--- src/sv/lgfp_pkg.sv ---
// Shared constants, types and address helpers for the LED grayscale frame packer.
package lgfp_pkg;

  localparam int FRAME_BYTES      = 288;
  localparam int ADDR_W           = $clog2(FRAME_BYTES);
  localparam int ROW_BYTES        = 36;
  localparam int HALF_ROW_BYTES   = 18;
  localparam int LOWER_RIGHT_BASE = 162;
  localparam int LOWER_LEFT_BASE  = 144;
  localparam int COL_W            = $clog2(HALF_ROW_BYTES);

  localparam logic [1:0] OP_WRITE = 2'd0;
  localparam logic [1:0] OP_SHIFT = 2'd1;
  localparam logic [1:0] OP_CLEAR = 2'd2;

  localparam logic [1:0] COLOUR_RED   = 2'd0;
  localparam logic [1:0] COLOUR_GREEN = 2'd1;
  localparam logic [1:0] COLOUR_BLUE  = 2'd2;
  localparam logic [1:0] COLOUR_NONE  = 2'd3;

  localparam logic [7:0] NIB_HI = 8'hF0;
  localparam logic [7:0] NIB_LO = 8'h0F;

  typedef struct packed {
    logic              we;
    logic              re;
    logic [ADDR_W-1:0] addr;
    logic [7:0]        wdata;
  } mem_req_t;

  // byte that holds the start of an LED's field: led * 9 / 2, rounded down
  function automatic logic [ADDR_W-1:0] led_base(input logic [5:0] led);
    led_base = ADDR_W'({led, 2'b00}) + ADDR_W'(led[5:1]);
  endfunction

  // byte offset of a colour from the LED's base
  function automatic logic [1:0] write_offset(input logic odd, input logic [1:0] colour);
    case (colour)
      COLOUR_RED:   write_offset = 2'd0;
      COLOUR_GREEN: write_offset = odd ? 2'd2 : 2'd1;
      COLOUR_BLUE:  write_offset = 2'd3;
      default:      write_offset = 2'd0;
    endcase
  endfunction

  // high-aligned field: 8 MSBs fill the first byte
  function automatic logic write_hi(input logic odd, input logic [1:0] colour);
    write_hi = odd ^ (colour != COLOUR_GREEN);
  endfunction

  // start of a half row in quadrant order
  function automatic logic [ADDR_W-1:0] row_start(input logic [1:0] quad,
                                                  input logic [1:0] row);
    logic [ADDR_W-1:0] base;
    case (quad)
      2'd0:    base = ADDR_W'(0);
      2'd1:    base = ADDR_W'(HALF_ROW_BYTES);
      2'd2:    base = ADDR_W'(LOWER_RIGHT_BASE);
      default: base = ADDR_W'(LOWER_LEFT_BASE);
    endcase
    row_start = base + ADDR_W'(row * ROW_BYTES);
  endfunction

endpackage

--- src/sv/lgfp_addr_unit.sv ---
// Shared address adder used by the sequencer for the write and shift accesses to the frame store.
module lgfp_addr_unit import lgfp_pkg::*; (
  input  logic [ADDR_W-1:0] a,
  input  logic [COL_W-1:0]  b,
  output logic [ADDR_W-1:0] sum
);

  assign sum = a + ADDR_W'(b);

endmodule

--- src/sv/lgfp_store.sv ---
// Single-port frame store with registered read data.
module lgfp_store import lgfp_pkg::*; (
  input  logic       clk,
  input  mem_req_t   req,
  output logic [7:0] rdata
);

  logic [7:0] mem [FRAME_BYTES];

  always_ff @(posedge clk) begin
    if (req.we) begin
      mem[req.addr] <= req.wdata;
    end else if (req.re) begin
      rdata <= mem[req.addr];
    end
  end

endmodule

--- src/sv/led_grayscale_frame_packer.sv ---
// Top level of the LED grayscale frame packer: sequencer, shift counters, output register.
//
// Request channel: req_valid / req_stall with operation, led_number, colour, level.
//   Write places a 12-bit level for one LED and colour; shift emits the next
//   frame byte in quadrant order; clear zeroes the 288-byte store.
// Response channel: rsp_valid / rsp_stall with out_byte and frame_end; one
//   transaction per shift request, frame_end set on the 288th byte.
// Steps per request, set by the single memory port:
//   write: accept plus three accesses (two bytes, one read-modify-write),
//   shift: accept with read, then load of the output register,
//   clear: accept, one zeroing write per byte; ignored codes and colour three: accept.
// req_stall is high while a request is in progress.
// Reset runs the clearing pass with req_stall high; the shift
// position returns to the first byte. A clear leaves the shift position.
// The output register holds a response until it is taken; a shift waits in
// its final step while an earlier response is still stalled.
module led_grayscale_frame_packer import lgfp_pkg::*; (
  input  logic        clk,
  input  logic        rst,
  input  logic        req_valid,
  output logic        req_stall,
  input  logic [1:0]  operation,
  input  logic [5:0]  led_number,
  input  logic [1:0]  colour,
  input  logic [11:0] level,
  output logic        rsp_valid,
  input  logic        rsp_stall,
  output logic [7:0]  out_byte,
  output logic        frame_end
);

  localparam logic [2:0] ST_IDLE  = 3'd0;
  localparam logic [2:0] ST_CLEAR = 3'd1;
  localparam logic [2:0] ST_W0    = 3'd2;
  localparam logic [2:0] ST_W1    = 3'd3;
  localparam logic [2:0] ST_W2    = 3'd4;
  localparam logic [2:0] ST_SHIFT = 3'd5;

  logic [2:0]        state;
  logic [ADDR_W-1:0] sweep;
  logic [ADDR_W-1:0] idx;
  logic              hi;
  logic [11:0]       lvl;
  logic [1:0]        quad;
  logic [1:0]        row;
  logic [COL_W-1:0]  col;
  logic              end_pend;

  logic              accept;
  logic              last;
  logic              load;
  logic [ADDR_W-1:0] add_a;
  logic [COL_W-1:0]  add_b;
  logic [ADDR_W-1:0] add_sum;
  mem_req_t          mem;
  logic [7:0]        rd;

  assign req_stall = (state != ST_IDLE);
  assign accept    = req_valid && !req_stall;
  assign last      = (quad == 2'd3) && (row == 2'd3) && (col == COL_W'(HALF_ROW_BYTES - 1));
  assign load      = (state == ST_SHIFT) && (!rsp_valid || !rsp_stall);

  lgfp_addr_unit u_addr (
    .a   (add_a),
    .b   (add_b),
    .sum (add_sum)
  );

  lgfp_store u_store (
    .clk   (clk),
    .req   (mem),
    .rdata (rd)
  );

  always_comb begin
    add_a = idx;
    add_b = '0;
    case (state)
      ST_IDLE: begin
        if (operation == OP_SHIFT) begin
          add_a = row_start(quad, row);
          add_b = col;
        end else begin
          add_a = led_base(led_number);
          add_b = COL_W'(write_offset(led_number[0], colour));
        end
      end
      ST_W1: add_b = COL_W'(hi);
      ST_W2: add_b = COL_W'(1);
      default: add_b = '0;
    endcase
  end

  always_comb begin
    mem.we    = 1'b0;
    mem.re    = 1'b0;
    mem.addr  = add_sum;
    mem.wdata = '0;
    case (state)
      ST_IDLE: mem.re = accept && (operation == OP_SHIFT);
      ST_CLEAR: begin
        mem.we   = 1'b1;
        mem.addr = sweep;
      end
      ST_W0: begin
        if (hi) begin
          mem.we    = 1'b1;
          mem.wdata = lvl[11:4];
        end else begin
          mem.re = 1'b1;
        end
      end
      ST_W1: begin
        if (hi) begin
          mem.re = 1'b1;
        end else begin
          mem.we    = 1'b1;
          mem.wdata = (rd & NIB_HI) | ({4'h0, lvl[11:8]} & NIB_LO);
        end
      end
      ST_W2: begin
        mem.we    = 1'b1;
        mem.wdata = hi ? (({lvl[3:0], 4'h0} & NIB_HI) | (rd & NIB_LO)) : lvl[7:0];
      end
      default: mem.we = 1'b0;
    endcase
  end

  always_ff @(posedge clk) begin
    if (rst) begin
      state     <= ST_CLEAR;
      sweep     <= '0;
      quad      <= '0;
      row       <= '0;
      col       <= '0;
      rsp_valid <= 1'b0;
    end else begin
      if (load) begin
        rsp_valid <= 1'b1;
      end else if (rsp_valid && !rsp_stall) begin
        rsp_valid <= 1'b0;
      end
      case (state)
        ST_IDLE: begin
          if (accept) begin
            case (operation)
              OP_WRITE: begin
                if (colour != COLOUR_NONE) begin
                  state <= ST_W0;
                end
              end
              OP_SHIFT: begin
                state <= ST_SHIFT;
                if (col == COL_W'(HALF_ROW_BYTES - 1)) begin
                  col <= '0;
                  if (row == 2'd3) begin
                    row  <= '0;
                    quad <= quad + 2'd1;
                  end else begin
                    row <= row + 2'd1;
                  end
                end else begin
                  col <= col + COL_W'(1);
                end
              end
              OP_CLEAR: begin
                state <= ST_CLEAR;
                sweep <= '0;
              end
              default: state <= ST_IDLE;
            endcase
          end
        end
        ST_CLEAR: begin
          if (sweep == ADDR_W'(FRAME_BYTES - 1)) begin
            state <= ST_IDLE;
          end
          sweep <= sweep + ADDR_W'(1);
        end
        ST_W0:    state <= ST_W1;
        ST_W1:    state <= ST_W2;
        ST_W2:    state <= ST_IDLE;
        ST_SHIFT: begin
          if (load) begin
            state <= ST_IDLE;
          end
        end
        default:  state <= ST_IDLE;
      endcase
    end
  end

  always_ff @(posedge clk) begin
    if (accept) begin
      idx      <= add_sum;
      hi       <= write_hi(led_number[0], colour);
      lvl      <= level;
      end_pend <= last;
    end
    if (load) begin
      out_byte  <= rd;
      frame_end <= end_pend;
    end
  end

  a_end_wraps: assert property (@(posedge clk) disable iff (rst)
    (state == ST_SHIFT && end_pend) |-> (quad == 2'd0 && row == 2'd0 && col == '0))
    else $error("frame end pending but shift position did not wrap");

  a_no_write_in_shift: assert property (@(posedge clk) disable iff (rst)
    (state == ST_SHIFT) |-> !mem.we)
    else $error("frame store written while a shift result is pending");

  a_clear_starts: assert property (@(posedge clk) disable iff (rst)
    (accept && operation == OP_CLEAR) |=> (state == ST_CLEAR && sweep == '0))
    else $error("clear request did not start the sweep at byte zero");

  a_sweep_range: assert property (@(posedge clk) disable iff (rst)
    (state == ST_CLEAR) |-> (sweep < ADDR_W'(FRAME_BYTES)))
    else $error("clearing sweep ran past the frame store");

endmodule
--- config.mk ---
export PLATFORM = sky130hd
export DESIGN_NAME = led_grayscale_frame_packer
export DESIGN_NICKNAME = d
export VERILOG_FILES = /design/src/sv/lgfp_pkg.sv /design/src/sv/lgfp_addr_unit.sv /design/src/sv/lgfp_store.sv /design/src/sv/led_grayscale_frame_packer.sv
export SDC_FILE = /design/constraint.sdc
export NUM_CORES = 2
export LEC_CHECK = 0
export ABC_AREA = 1
export BUFFER_PORTS_ARGS = -buffer_cell sky130_fd_sc_hd__buf_2
export CORE_MARGIN = 2
export CORE_UTILIZATION = 60
export DETAILED_ROUTE_END_ITERATION = 10
export HOLD_SLACK_MARGIN = 0.03
export PLACE_DENSITY = 0.76
export SLEW_MARGIN = 20
export SYNTH_ARGS = -nofsm -noshare
export SYNTH_HDL_FRONTEND = slang
export SYNTH_HIERARCHICAL = 1
export SYNTH_SLANG_ARGS = --single-unit
--- constraint.sdc ---
create_clock -name clk -period 33.5 [get_ports clk]
set_input_delay 1.675 -clock clk [delete_from_list [all_inputs] [get_ports clk]]
set_output_delay 1.675 -clock clk [all_outputs]
set_load 0.02 [all_outputs]
==> reports/qor.csv <==
stage,metric,value,unit
status,status,finished clean,
detailed_routing,Via Count,65500,
power_and_ir_drop,PD cells,76.0,nW/µm²
floorplanning,Initial Util,60.5,%
detailed_routing,DR DRC count,0,
synthesis,XOR/XNOR Fraction of Synth Area,0.0365,%
synthesis,yosys warns,6,
critical_path,R2R depth,18,
critical_path,WP data arrival,7.99,ns
synthesis,Synth Area in Adders,0.380,%
synthesis,asr flop ratio synth,0,%
synthesis,sequential fraction of the synthesis area,73.7,%
layout,most frequent cells in the layout,"nand2_1, edfxtp_1, nor2_1",
power_and_ir_drop,Max IR drop VDD,0.0000794,V
synthesis,Mapped Area,96000,µm²
critical_path,R2R Path End,u_store/mem[9][3]$_DFFE_PP_,
global_routing,vias in the first global route,62900,
floorplanning,die height,404,µm
worst_hold_path,hold path depth,2,
critical_path,CP max-delay cell,buf_4,
place,Post-Place Cell Area,97900,µm²
cts,cts bufs inserted,221,
cts,post-CTS setup buffers,0,
synthesis,synth unique cells,40,
critical_path,crit path cell chain,"buf_2, inv_1, ha_1, nor2_1, inv_1, o21ai_0, ha_1, nand2_1, o21ai_4, buf_4, buf_4, inv_8, nor2_4, buf_12, inv_1, nor2_1, inv_2, buf_4, nor2_1",
run,Max Cap Violations,0,
critical_path,CP Launch Type,input pin,
synthesis,post-synthesis simple-gate area fraction,20.8,%
detailed_routing,vias per cell,6.13,
timing,unrepaired setup endpoints after global routing,false,
detailed_routing,wire per inst,24.5,µm
critical_path,CP required,33.99,ns
critical_path,crit-path max cell delay,0.86,ns
synthesis,complex-gate fraction of the synthesized area,2.61,%
floorplanning,DIE AREA,163000,µm²
cts,clock insertion delay at the later pin of the skew report,0.87,ns
layout,Synth-to-Final Area Change,9.16,%
layout,fin area,105000,µm²
timing,Period minus WS final,7.50,ns
global_routing,grt ovf,0,
layout,"commonest non-fill, non-tap cell in the layout",nand2_1,
timing,Max Slew Vio Count,0,
floorplanning,I/O Pins,37,
cts,CTS tree,yes,
floorplanning,number of placement rows,146,
critical_path,CP endpoint kind,register,
critical_path,R2R setup slack,26.53,ns
synthesis,syn_nets,8556,
global_routing,first-pass GRT wire length,389,mm
cts,CTS H-tree depth,4,
synthesis,post-synthesis mux area share,0,%
synthesis,main combinational cell family by area after synthesis,simple AND/OR/NAND/NOR gates,
cts,Worst-path clk slew,0.06,ns
critical_path,RR Startpoint,state[2]$_SDFFE_PP0P_,
timing,Fin Setup TNS,0,ns
synthesis,"EDFF count, synth",2344,
timing,final setup violation count,0,
floorplanning,core footprint,159000,µm²
floorplanning,Die X,404,µm
power_and_ir_drop,LEAKAGE,39.9,nW
global_routing,largest net degree at the start of global routing,177,
worst_hold_path,Hold Path Class,register to register,
critical_path,CP Class,input pin to register,
synthesis,post-synthesis register bit count,2366,
detailed_routing,initial DRC count,10000,
cts,Clock Tree Buf Depth,3,
cts,Resize count post-CTS,0,
critical_path,worst setup path end,u_store/mem[9][3]$_DFFE_PP_,
critical_path,crit-path max FO,140,
layout,layout cells sized above 1,5.59,%
cts,cts hold-fix bufs,0,
detailed_routing,drt first pass iters,9,
global_routing,GRT Total Usage,31.9,%
cts,clock sink total,2366,
layout,NumNets Final,8487,
place,RD Place Congestion,0.931,
detailed_routing,total wire length,261,mm
place,DP Wirelength,148,mm
synthesis,Mapped Cells,8502,
timing,worst slew pin tran,1.21,ns
synthesis,"Avg Cell Area, Syn",11.3,µm²
place,number of port buffers,36,
timing,fmax,133,MHz
synthesis,ys flop type,edfxtp_1,
detailed_routing,antenna violation net count after detailed routing,0,
global_routing,initial antenna violation count,6,
cts,clk root buf,clkbuf_16,
timing,final hold vios,0,
timing,Tcrit/Tclk final,22.4,%
timing,clock skew,0.0326,ns
critical_path,Worst Setup SP,operation[1],
timing,Slew HR,19.2,%
worst max-delay path, delay by kind of cell:
kind / cells / cell delay, ns
buffers and inverters: 10 / 3.65
AND/OR/NAND/NOR: 5 / 1.62
adder cells (fa/ha/maj): 2 / 0.54
AO/OA/AOI/OAI: 2 / 0.35
logic make-up after synthesis:
family	after synthesis
AO/OA/AOI/OAI	447
adder cells (fa/ha/maj)	28
buffers and inverters	537
XOR/XNOR	4
AND/OR/NAND/NOR	5120
flip-flops	2366
how the worst min path moves through the flow:
stage	slack, ns	to	start
2_1_floorplan	0.40	frame_end$_DFFE_PP_	end_pend$_DFFE_PN_
3_3_place_gp	0.47	sweep[8]$_SDFFE_PP0P_	sweep[8]$_SDFFE_PP0P_
3_5_place_dp	0.46	frame_end$_DFFE_PP_	end_pend$_DFFE_PN_
4_1_cts	0.48	frame_end$_DFFE_PP_	end_pend$_DFFE_PN_
5_1_grt	0.49	frame_end$_DFFE_PP_	end_pend$_DFFE_PN_
6_report	0.49	sweep[8]$_SDFFE_PP0P_	sweep[8]$_SDFFE_PP0P_
cell usage after synthesis, types with 78 or more instances:
cell | n | share of area (%)
o21ai_0 | 78 | 0.41
buf_2 | 205 | 1.1
edfxtp_1 | 2344 | 73
nor2_1 | 541 | 2.1
a21oi_1 | 140 | 0.73
clkbuf_1 | 174 | 0.68
o21ai_1 | 123 | 0.64
a22oi_1 | 80 | 0.63
nand4_1 | 153 | 1.0
inv_1 | 96 | 0.38
nand3_1 | 231 | 1.2
nand2_1 | 4173 | 16
registers in the layout, summed over array words and instances (netlist names):
| signal | flops |
|---|---|
| u_store/mem | 2304 |
| lvl | 12 |
| idx | 9 |
| sweep | 9 |
| out_byte | 8 |
| u_store/rdata | 8 |
| col | 5 |
| state | 3 |
| quad | 2 |
| row | 2 |
| end_pend | 1 |
| frame_end | 1 |
| hi | 1 |
| rsp_valid | 1 |
area by class of cell:
type / count / area [µm²]
Clock buffer: 273 / 5790
Sequential cell: 2366 / 70800
Timing Repair Buffer: 135 / 1010
Inverter: 110 / 445
Fill cell: 11100 / 53900
Clock inverter: 129 / 1090
Antenna cell: 5 / 12.5
Tap cell: 2072 / 2590
Multi-Input combinational cell: 5599 / 23100
routing by layer:
metal  share of wire, %  GRT usage (%)  routed length (µm)  vias to the layer above
met3                 12           6.48               32000                      770
li1                   -              -                   -                    28600
met2                 46           49.7              121000                     4530
met1                 36           43.4               94900                    31600
met5              0.016              0                  43                        -
met4                5.1           15.5               13300                        4
through the flow:
step / setup slack, ns / util (%) / cells / power [mW] / hold WS (ns)
global route: 25.76 / 66.0 / 10700 / 8.25 / 0.488
CTS: 26.24 / 66.0 / 10700 / 7.91 / 0.483
finish: 26.00 / 66.0 / 10700 / 7.97 / 0.486
global placement: 25.40 / 61.7 / 10300 / 5.51 / 0.466
detailed placement: 25.34 / 61.7 / 10300 / 5.53 / 0.465
floorplan: 22.74 / - / 8502 / 4.76 / 0.400
report_power, final:
part,switching (mW),internal (mW),total (mW)
sequential,0.0103,3.25,3.26
combinational,1.76,0.530,2.29
clock,1.07,1.34,2.41
total,2.84,5.12,7.97
(Power assumes the default switching activity.)
